<file path="config.mk">
export PLATFORM = sky130hd
export DESIGN_NAME = trapezoidal_motion_profiler
export DESIGN_NICKNAME = d
export VERILOG_FILES = /design/src/hdl/tmprof_pkg.sv /design/src/hdl/tmprof_seq.sv /design/src/hdl/tmprof_dp.sv /design/src/hdl/trapezoidal_motion_profiler.sv
export SDC_FILE = /design/constraint.sdc
export NUM_CORES = 2
export LEC_CHECK = 0
export ABC_CLOCK_PERIOD_IN_PS = 16250
export BUFFER_PORTS_ARGS = -buffer_cell sky130_fd_sc_hd__buf_4
export CAP_MARGIN = 0
export CORE_MARGIN = 3
export CORE_UTILIZATION = 50
export CTS_CLUSTER_SIZE = 30
export DETAILED_ROUTE_END_ITERATION = 8
export GPL_TIMING_DRIVEN = 0
export HOLD_SLACK_MARGIN = 0.15
export PLACE_DENSITY = 0.65
export SKIP_LAST_GASP = 1
export SYNTH_ARGS = -nofsm -noshare
export SYNTH_HDL_FRONTEND = slang
export SYNTH_HIERARCHICAL = 1
export SYNTH_SLANG_ARGS = --single-unit
</file>
<file path="constraint.sdc">
create_clock -name clk -period 16.25 [get_ports clk]
set_clock_uncertainty 0.2 [all_clocks]
set_input_delay 1.625 -clock clk [delete_from_list [all_inputs] [get_ports clk]]
set_output_delay 1.625 -clock clk [all_outputs]
set_load 0.005 [all_outputs]
</file>
<file path="src/hdl/tmprof_pkg.sv">
// ----------------------------------------------------------------------------
// tmprof_pkg
// Shared constants, control word type and microprogram for the trapezoidal
// motion profiler.
// ----------------------------------------------------------------------------
package tmprof_pkg;

  localparam int FRAC_BITS_DEF = 16;
  localparam int POS_WIDTH_DEF = 32;

  // time_step is Q0.16
  localparam int DT_FRAC = 16;
  localparam int TS_W    = 16;
  localparam logic [TS_W-1:0] TS_RESET = 16'd6554;

  // register map
  localparam int CFG_IDX_W = 1;
  localparam logic [CFG_IDX_W-1:0] REG_TARGET    = 1'b0;
  localparam logic [CFG_IDX_W-1:0] REG_TIME_STEP = 1'b1;

  // microprogram steps
  localparam int STEP_W = 3;
  localparam logic [STEP_W-1:0] STEP_LOAD   = 3'd0;
  localparam logic [STEP_W-1:0] STEP_BRAKE  = 3'd1;
  localparam logic [STEP_W-1:0] STEP_ACCEL  = 3'd2;
  localparam logic [STEP_W-1:0] STEP_MULA   = 3'd3;
  localparam logic [STEP_W-1:0] STEP_VEL    = 3'd4;
  localparam logic [STEP_W-1:0] STEP_MULV   = 3'd5;
  localparam logic [STEP_W-1:0] STEP_COMMIT = 3'd6;

  // multiplier operand selects
  localparam logic [1:0] MA_VEL  = 2'd0;
  localparam logic [1:0] MA_ACC  = 2'd1;
  localparam logic [1:0] MA_VTMP = 2'd2;
  localparam logic MB_VEL = 1'b0;
  localparam logic MB_TS  = 1'b1;

  // jump conditions
  localparam logic JC_NONE    = 1'b0;
  localparam logic JC_NO_TICK = 1'b1;

  typedef struct packed {
    logic [1:0]        mul_a;
    logic              mul_b;
    logic              mul_en;
    logic              ld_dist;
    logic              brake;
    logic              ld_acc;
    logic              ld_vtmp;
    logic              commit;
    logic              jcond;
    logic [STEP_W-1:0] jtarget;
  } ctrl_t;

  typedef struct packed {
    logic no_tick;
  } stat_t;

  function automatic ctrl_t ucode(input logic [STEP_W-1:0] step);
    ctrl_t cw;
    cw = '0;
    case (step)
      STEP_LOAD: begin
        cw.mul_a   = MA_VEL;
        cw.mul_b   = MB_VEL;
        cw.mul_en  = 1'b1;
        cw.ld_dist = 1'b1;
        cw.jcond   = JC_NO_TICK;
        cw.jtarget = STEP_COMMIT;
      end
      STEP_BRAKE: begin
        cw.brake = 1'b1;
      end
      STEP_ACCEL: begin
        cw.ld_acc = 1'b1;
      end
      STEP_MULA: begin
        cw.mul_a  = MA_ACC;
        cw.mul_b  = MB_TS;
        cw.mul_en = 1'b1;
      end
      STEP_VEL: begin
        cw.ld_vtmp = 1'b1;
      end
      STEP_MULV: begin
        cw.mul_a  = MA_VTMP;
        cw.mul_b  = MB_TS;
        cw.mul_en = 1'b1;
      end
      STEP_COMMIT: begin
        cw.commit = 1'b1;
      end
      default: begin
        cw.commit = 1'b1;
      end
    endcase
    return cw;
  endfunction

endpackage

</file>
<file path="src/hdl/tmprof_seq.sv">
// ----------------------------------------------------------------------------
// tmprof_seq
// Step counter and microcode ROM; one word per cycle, commit may stall.
// ----------------------------------------------------------------------------
module tmprof_seq
  import tmprof_pkg::*;
(
  input  logic  clk,
  input  logic  rst,
  input  logic  start,
  input  logic  out_free,
  input  stat_t stat,
  output logic  busy,
  output ctrl_t cw
);

  logic [STEP_W-1:0] pc;
  ctrl_t             rom_word;

  assign rom_word = ucode(pc);

  // commit holds until the output word slot is free
  always_comb begin
    cw = '0;
    if (busy) begin
      cw        = rom_word;
      cw.commit = rom_word.commit & out_free;
    end
  end

  always_ff @(posedge clk) begin
    if (rst) begin
      busy <= 1'b0;
      pc   <= STEP_LOAD;
    end else if (!busy) begin
      pc <= STEP_LOAD;
      if (start) begin
        busy <= 1'b1;
      end
    end else if (rom_word.commit) begin
      if (out_free) begin
        busy <= 1'b0;
      end
    end else if (rom_word.jcond == JC_NO_TICK && stat.no_tick) begin
      pc <= rom_word.jtarget;
    end else begin
      pc <= pc + STEP_W'(1);
    end
  end

endmodule

</file>
<file path="src/hdl/tmprof_dp.sv">
// ----------------------------------------------------------------------------
// tmprof_dp
// Profile datapath: state, shared multiplier, clamps and output word.
// ----------------------------------------------------------------------------
module tmprof_dp
  import tmprof_pkg::*;
#(
  parameter int FRAC_BITS = FRAC_BITS_DEF,
  parameter int POS_WIDTH = POS_WIDTH_DEF,
  localparam int VEL_W = FRAC_BITS + 4,
  localparam int ACC_W = FRAC_BITS + 2,
  localparam int CFG_W = (POS_WIDTH > TS_W) ? POS_WIDTH : TS_W
)
(
  input  logic                        clk,
  input  logic                        rst,
  input  logic                        start,
  input  logic                        tick,
  input  ctrl_t                       cw,
  output stat_t                       stat,
  input  logic                        cfg_write,
  input  logic [CFG_IDX_W-1:0]        cfg_index,
  input  logic [CFG_W-1:0]            cfg_data,
  output logic signed [POS_WIDTH-1:0] position_out,
  output logic signed [VEL_W-1:0]     velocity_out,
  output logic signed [ACC_W-1:0]     accel_out,
  output logic                        braking,
  output logic                        at_rest
);

  localparam int MUL_W  = (VEL_W > TS_W + 1) ? VEL_W : TS_W + 1;
  localparam int PROD_W = 2 * MUL_W;
  localparam int DIST_W = POS_WIDTH + 1;
  localparam int STOP_W = FRAC_BITS + 4;
  localparam int CMP_W  = (DIST_W > STOP_W) ? DIST_W : STOP_W;
  localparam int ERR_W  = VEL_W + 1;
  localparam int SUM_W  = VEL_W + 2;
  localparam int PSUM_W = ((POS_WIDTH > SUM_W) ? POS_WIDTH : SUM_W) + 1;

  localparam int ONE_I      = 1 << FRAC_BITS;
  localparam int DEADBAND_I = (ONE_I + 5) / 10;
  localparam int NEAR_I     = (ONE_I + 50) / 100;

  localparam logic signed [VEL_W-1:0] MAX_SPD   = VEL_W'(5 * ONE_I);
  localparam logic signed [ERR_W-1:0] ACC_MAX_E = ERR_W'(ONE_I);
  localparam logic signed [ERR_W-1:0] ACC_MIN_E = -ERR_W'(2 * ONE_I);
  localparam logic [ERR_W-1:0]        DB_ERR    = ERR_W'(DEADBAND_I);
  localparam logic [VEL_W-1:0]        DB_VEL    = VEL_W'(DEADBAND_I);
  localparam logic [DIST_W-1:0]       NEAR_DIST = DIST_W'(NEAR_I);
  localparam logic signed [SUM_W-1:0] VSUM_HI   = SUM_W'(5 * ONE_I);
  localparam logic signed [SUM_W-1:0] VSUM_LO   = -VSUM_HI;
  localparam logic signed [PSUM_W-1:0] PSUM_HI  =
    PSUM_W'({1'b0, {(POS_WIDTH-1){1'b1}}});
  localparam logic signed [PSUM_W-1:0] PSUM_LO  = ~PSUM_HI;

  // architectural state
  logic signed [POS_WIDTH-1:0] pos;
  logic signed [VEL_W-1:0]     vel;
  logic signed [ACC_W-1:0]     acc;
  logic signed [VEL_W-1:0]     cruise;
  logic signed [POS_WIDTH-1:0] target;
  logic [TS_W-1:0]             ts;
  logic                        tick_reg;

  // scratch
  logic signed [DIST_W-1:0]    gap;
  logic signed [PROD_W-1:0]    prod;
  logic signed [VEL_W-1:0]     vtmp;

  logic signed [MUL_W-1:0]     ma;
  logic signed [MUL_W-1:0]     mb;
  logic [DIST_W-1:0]           dist_mag;
  logic [STOP_W-1:0]           stop;
  logic                        brake_hit;
  logic signed [ERR_W-1:0]     err;
  logic [ERR_W-1:0]            err_mag;
  logic signed [ERR_W-1:0]     acc_e;
  logic signed [SUM_W-1:0]     delta;
  logic signed [SUM_W-1:0]     vsum;
  logic signed [SUM_W-1:0]     vsat;
  logic signed [PSUM_W-1:0]    psum;
  logic signed [PSUM_W-1:0]    psat;
  logic [VEL_W-1:0]            vtmp_mag;
  logic                        snap;
  logic signed [POS_WIDTH-1:0] target_in;

  assign stat.no_tick = ~tick_reg;

  // shared multiplier operands
  always_comb begin
    case (cw.mul_a)
      MA_VEL:  ma = MUL_W'(vel);
      MA_ACC:  ma = MUL_W'(acc);
      MA_VTMP: ma = MUL_W'(vtmp);
      default: ma = '0;
    endcase
    if (cw.mul_b == MB_TS) begin
      mb = $signed(MUL_W'({1'b0, ts}));
    end else begin
      mb = MUL_W'(vel);
    end
  end

  // braking test: stop distance is v*v >> (FRAC_BITS+2)
  assign dist_mag  = gap[DIST_W-1] ? DIST_W'(-gap) : DIST_W'(gap);
  assign stop      = prod[FRAC_BITS+2 +: STOP_W];
  assign brake_hit = (gap != '0) && (CMP_W'(dist_mag) <= CMP_W'(stop));

  // speed error with deadband, clamped to +1 / -2
  assign err     = ERR_W'(cruise) - ERR_W'(vel);
  assign err_mag = err[ERR_W-1] ? ERR_W'(-err) : ERR_W'(err);

  always_comb begin
    if (err_mag > DB_ERR) begin
      if (!err[ERR_W-1]) begin
        acc_e = (err < ACC_MAX_E) ? err : ACC_MAX_E;
      end else begin
        acc_e = (err > ACC_MIN_E) ? err : ACC_MIN_E;
      end
    end else begin
      acc_e = '0;
    end
  end

  // product >> DT_FRAC, floor; serves both integrations
  assign delta = prod[DT_FRAC +: SUM_W];

  assign vsum = SUM_W'(vel) + delta;
  always_comb begin
    if (vsum > VSUM_HI) begin
      vsat = VSUM_HI;
    end else if (vsum < VSUM_LO) begin
      vsat = VSUM_LO;
    end else begin
      vsat = vsum;
    end
  end

  assign psum = PSUM_W'(pos) + PSUM_W'(delta);
  always_comb begin
    if (psum > PSUM_HI) begin
      psat = PSUM_HI;
    end else if (psum < PSUM_LO) begin
      psat = PSUM_LO;
    end else begin
      psat = psum;
    end
  end

  // snap uses the pre-update distance and the saturated velocity
  assign vtmp_mag = vtmp[VEL_W-1] ? VEL_W'(-vtmp) : VEL_W'(vtmp);
  assign snap     = tick_reg && (dist_mag < NEAR_DIST) && (vtmp_mag < DB_VEL);

  assign target_in = cfg_data[POS_WIDTH-1:0];

  always_ff @(posedge clk) begin
    if (rst) begin
      pos      <= '0;
      vel      <= '0;
      acc      <= '0;
      cruise   <= '0;
      target   <= '0;
      ts       <= TS_RESET;
      tick_reg <= 1'b0;
    end else begin
      if (start) begin
        tick_reg <= tick;
      end
      if (cfg_write) begin
        case (cfg_index)
          REG_TARGET: begin
            target <= target_in;
            cruise <= (target_in > pos) ? MAX_SPD : -MAX_SPD;
          end
          REG_TIME_STEP: begin
            ts <= cfg_data[TS_W-1:0];
          end
          default: begin
          end
        endcase
      end
      if (cw.brake && brake_hit) begin
        cruise <= '0;
      end
      if (cw.ld_acc) begin
        acc <= ACC_W'(acc_e);
      end
      if (cw.commit && tick_reg) begin
        pos <= POS_WIDTH'(psat);
        vel <= snap ? '0 : vtmp;
        if (snap) begin
          acc <= '0;
        end
      end
    end
  end

  // scratch and output word, no reset
  always_ff @(posedge clk) begin
    if (cw.ld_dist) begin
      gap <= DIST_W'(target) - DIST_W'(pos);
    end
    if (cw.mul_en) begin
      prod <= ma * mb;
    end
    if (cw.ld_vtmp) begin
      vtmp <= VEL_W'(vsat);
    end
    if (cw.commit) begin
      position_out <= tick_reg ? POS_WIDTH'(psat) : pos;
      velocity_out <= tick_reg ? (snap ? '0 : vtmp) : vel;
      accel_out    <= snap ? '0 : acc;
      braking      <= (cruise == '0);
      at_rest      <= snap;
    end
  end

endmodule

</file>
<file path="src/hdl/trapezoidal_motion_profiler.sv">
// ----------------------------------------------------------------------------
// trapezoidal_motion_profiler
// Point-to-point trapezoidal velocity profile, one step per tick word.
// ----------------------------------------------------------------------------
// Sequencing: a tick-high word runs all seven steps from LOAD to COMMIT, a
//   tick-low word runs LOAD and then skips to COMMIT.
// Flow: one word at a time, with input stalled until the word commits; the
//   seven-step microprogram runs three products through one shared multiplier.
// Reset: position, velocity, acceleration, cruise speed and target clear,
//   time_step loads 6554 (0.1 s); results report braking 1 until a target write.
module trapezoidal_motion_profiler
  import tmprof_pkg::*;
#(
  parameter int FRAC_BITS = FRAC_BITS_DEF,
  parameter int POS_WIDTH = POS_WIDTH_DEF,
  localparam int VEL_W = FRAC_BITS + 4,
  localparam int ACC_W = FRAC_BITS + 2,
  localparam int CFG_W = (POS_WIDTH > TS_W) ? POS_WIDTH : TS_W
)
(
  input  logic                        clk,
  input  logic                        rst,
  // input word
  input  logic                        in_valid,
  output logic                        in_stall,
  input  logic                        tick,
  // result word
  output logic                        out_valid,
  input  logic                        out_stall,
  output logic signed [POS_WIDTH-1:0] position_out,
  output logic signed [VEL_W-1:0]     velocity_out,
  output logic signed [ACC_W-1:0]     accel_out,
  output logic                        braking,
  output logic                        at_rest,
  // register writes
  input  logic                        cfg_write,
  input  logic [CFG_IDX_W-1:0]        cfg_index,
  input  logic [CFG_W-1:0]            cfg_data
);

  logic  busy;
  logic  start;
  logic  out_free;
  ctrl_t cw;
  stat_t stat;

  // One word in flight; the sequencer stalls input until its commit step.
  assign in_stall = busy;
  assign start    = in_valid & ~busy;

  // The output register doubles as the hand-off stage: commit waits only
  // while a previous result is still held and stalled.
  assign out_free = ~out_valid | ~out_stall;

  always_ff @(posedge clk) begin
    if (rst) begin
      out_valid <= 1'b0;
    end else if (cw.commit) begin
      out_valid <= 1'b1;
    end else if (!out_stall) begin
      out_valid <= 1'b0;
    end
  end

  // Microcoded control: LOAD (dist, v*v), BRAKE, ACCEL, MULA (a*dt),
  // VEL (integrate + clamp), MULV (v*dt), COMMIT. Tick low skips to COMMIT.
  tmprof_seq u_seq (
    .clk      (clk),
    .rst      (rst),
    .start    (start),
    .out_free (out_free),
    .stat     (stat),
    .busy     (busy),
    .cw       (cw)
  );

  tmprof_dp #(
    .FRAC_BITS (FRAC_BITS),
    .POS_WIDTH (POS_WIDTH)
  ) u_dp (
    .clk          (clk),
    .rst          (rst),
    .start        (start),
    .tick         (tick),
    .cw           (cw),
    .stat         (stat),
    .cfg_write    (cfg_write),
    .cfg_index    (cfg_index),
    .cfg_data     (cfg_data),
    .position_out (position_out),
    .velocity_out (velocity_out),
    .accel_out    (accel_out),
    .braking      (braking),
    .at_rest      (at_rest)
  );

endmodule
</file>
* After elaboration in Yosys (flattened, before gate mapping) *
Index checks and enable logic that the tools add are counted.

storage, ports and cells
  input port bits = 39
  register bits after elaboration = 307
  logic and storage cells = 105
  output and inout bits = 74

operators by class
  add/sub/neg operators = 8
  multiply operators = 1
  order comparisons = 11
  muxes and demuxes = 34
  equality and inequality tests = 8
  bitwise operators = 8
  reduce and logical (&&, ||, !) cells = 16

operators with widths
  operator                                                       number
  two-way mux 18 bit                                             7
  two-way mux 20 bit                                             6
  two-way mux 32 bit                                             3
  case mux 20 bit (3 select lines)                               1
  multiplier 20 x 20 -> 38 bit                                   1
  adder 32 x 22 -> 33 bit                                        1
  > comparator 33 x 32 -> 1 bit (second input constant)          1
  <= comparator 33 x 20 -> 1 bit                                 1
  less-than comparator 33 x 10 -> 1 bit (second input constant)  1
  less-than comparator 33 x 32 -> 1 bit (second input constant)  1
  two-way mux 33 bit                                             1
  negator 33 bit                                                 1
  nonzero test 33 bit                                            1
  subtractor 32 x 32 -> 33 bit                                   1
  > comparator 32 bit                                            1
  adder 20 x 22 -> 22 bit                                        1
  > comparator 22 x 20 -> 1 bit (second input constant)          1
  less-than comparator 22 x 20 -> 1 bit (second input constant)  1
  > comparator 21 x 13 -> 1 bit (second input constant)          1
  > comparator 21 x 18 -> 1 bit (second input constant)          1
  less-than comparator 21 x 18 -> 1 bit (second input constant)  1
  two-way mux 21 bit                                             1
  negator 21 bit                                                 1
  subtractor 20 x 20 -> 21 bit                                   1
  24 further kinds                                               49

* Longest topological paths before layout *
  word-level depth = 8
  mapped depth = 35

* Modules after synthesis *
The synthesis kept the hierarchy.

modules (own cells, without submodules)
  module                       times used  area each (um^2)  cells each
  tmprof_dp                    1           32650.1           3741
  tmprof_seq                   1           384.1             44
  trapezoidal_motion_profiler  1           38.8              5

* Worst setup path before layout *
No wires, ideal clock.

  kind = register -> register
  from = register u_seq.pc[0]
  to = register u_dp.prod[37], data pin
  buffers on the path = 3
  stages on the path, launching flop included = 32
  data arrival time = 8.270 ns
  slack = 7.514 ns
  required time = 15.784 ns
  cell sequence = dfxtp_1 -> ha_1 -> ha_1 -> and2_1 -> buf_1 -> clkbuf_1 -> mux2i_1 -> nor2_1 -> a21oi_1 -> clkbuf_1 -> nor2_1 -> fa_1 -> fa_1 -> inv_1 -> fa_1 -> inv_1 -> fa_1 -> fa_1 -> fa_1 -> inv_1 -> fa_1 -> inv_1 -> ha_1 -> a211o_1 -> a21oi_1 -> nor3_1 -> a211oi_1 -> a21oi_1 -> o211ai_1 -> a21boi_0 -> o41ai_1 -> xnor2_1

RTL lines
  element                 line              RTL
  from (decl)             tmprof_seq.sv:17  logic [STEP_W-1:0] pc;
  from (signal assigned)  tmprof_seq.sv:45  pc <= rom_word.jtarget;
  from (signal assigned)  tmprof_seq.sv:47  pc <= pc + STEP_W'(1);
  to (signal assigned)    tmprof_dp.sv:204  prod <= ma * mb;
  to (decl)               tmprof_dp.sv:67   logic signed [PROD_W-1:0] prod;

==> out/metrics.cfg <==
[run_status]
status=completed

[worst_setup_path]
worstPathMaxFanout=10
crit_start=u_seq/pc[0]$_SDFFE_PP0P_
r2r-start=u_seq/pc[0]$_SDFFE_PP0P_
critPathCaptureType=flip-flop
critPathArrivalTime_ps=11630
crit_type=reg -> reg
cpPeakStageDelay_ps=710
slowest_stage=o21ai_0
path_common_cell=fa_1
cp_data_required_time_ps=16350
critPathLaunchType=flip-flop

[floorplan]
core_um2=64900
die_w_um=263
die_h_um=263
die_area_um2=69200
initial_core_util_pct=50.9
row_count=93
io_pins=113

[timing]
period_needed_ps=11530
period_share_pct=71.0
rsz0062_at_grt=false
maxSlewHeadroom_pct=2.72
drv_slew=0
setup_tns_ps=0
worst_pin_slew_ps=1460
fmax_mhz=86.7
whs_ps=258
finalSetupViolCount=0
hold_viol=0

[drt]
drt-total-wl_um=105000
viasPerCell=5.82
post_drt_wl_per_cell_um=21.8
drc=0
initialDrtViolationCount=2724
ant_nets=0
first_pass_iters=8
vias=28100

[worst_hold_path]
hold_path.class=reg -> reg
min-delay-start=u_dp/target[28]$_SDFFE_PP0P_

[job]
max_cap_viol_count=0

[cts]
clock-sinks=274
cts_tree=built
cts_setup_buffers=0
cts-resized-gates=0
numCtsBuffers=34
hold_buffers=0
clock_path_buffers=3
root_buffer=clkbuf_16
htreeDepth=2
clock_latency_ps=570
clk_pin_slew_ps=60

[pwr]
total_power_uw=1990
ir_drop_v=0.0000601
p_leak_uw=0.0164
pwr_density_cell_nw_per_um2=54.9

[logic_synthesis]
ys_warn_count=6
synth_area_per_cell_um2=8.73
syn_area_um2=33000
synth_nets=4483
syn_inst=3786

[finish]
nets=4633
area_delta_synth_final_pct=9.51
largest_register_ffs=33
top_register=u_dp/gap
drive_gt1_share_pct=5.81

[global_route]
antenna_found_initial=2
grt_pass1_vias=27400
grt.total_usage_pct=30.1
grt_pass1_wl_um=161000
grt_overflow=0
grt_max_degree=43

[placed_design]
port_buffers=112
hpwl_um=86900
gp_congestion=1.03

[final timing paths]
check | end | slack, ps | cells after the start
hold / removal | u_dp/target[28]$_SDFFE_PP0P_ | 260 | 2
setup reg to reg | u_dp/prod[37]$_DFFE_PP_ | 4720 | 29
setup / recovery | u_dp/prod[37]$_DFFE_PP_ | 4720 | 29
hold reg to reg | u_dp/target[28]$_SDFFE_PP0P_ | 260 | 2
[cells in the final DEF, fill, tap and decap left out, types with 15 or more instances in the layout]
cell type / n
inv_1: 591
nand2_1: 438
fa_1: 406
nor2_1: 357
ha_1: 252
a21oi_1: 183
edfxtp_1: 147
clkbuf_1: 143
dfxtp_1: 127
o21ai_0: 116
buf_4: 115
xnor2_1: 106
nand3_1: 84
a21o_1: 83
o21a_1: 60
nor3_1: 55
xor2_1: 43
nand4_1: 37
clkbuf_16: 34
o21ai_1: 31
mux2i_1: 30
and2_1: 30
nor2b_1: 27
a22oi_1: 27
a221oi_1: 26
a211oi_1: 24
nand2b_1: 23
nor4_1: 22
or3_1: 19
a31oi_1: 19
o211ai_1: 17
o31ai_1: 15
o21bai_1: 15
[area by class of cell]
class	instances	area [um2]
clock buffer	39	870
inverter	592	2220
timing repair buffer	114	868
buffer	165	689
fill	6047	28700
tap	855	1070
clock inverter	23	322
antenna	1	2.50
sequential	274	6960
multi-input combinational	2755	23200
[report_power, final]
| group | internal (uW) | total [uW] | switching [uW] | leakage [uW] |
|---|---|---|---|---|
| Sequential | 770 | 809 | 38.7 | 0.00239 |
| Clock | 487 | 805 | 319 | 0.000579 |
| Combinational | 150 | 374 | 224 | 0.0134 |
| Total | 1410 | 1990 | 581 | 0.0164 |
[metrics by stage]
stage | utilization (%) | setup slack (ps) | instance area [um2] | std cells
final | 55.7 | 4720 | 36200 | 4818
after global routing | 55.7 | 4540 | 36200 | 4818
after CTS | 55.7 | 5040 | 36200 | 4817
after detailed placement | 53.9 | 5090 | 35000 | 4755
after global placement | 53.8 | 5000 | 35000 | 4753
after floorplan | - | 7510 | 33000 | 3786
[worst max-delay path: cells and delay by family (launching register included)]
kind | cells | cell delay (ps)
mux | 1 | 290
compound gates | 9 | 3620
fa+ha+maj | 10 | 4280
buf+inv | 6 | 1900
xor+xnor | 1 | 120
simple gates | 2 | 480
flops | 1 | 380
[layer usage]
metal	up-vias	share of wire [%]	global-route usage, %
met1	13600	41	41.7
met2	1272	44	45.9
met3	243	10	6.52
met4	2	4.7	12.2
met5	-	0.016	0
li1	12900	-	-
No activity file was read; power rests on OpenSTA's default activity.
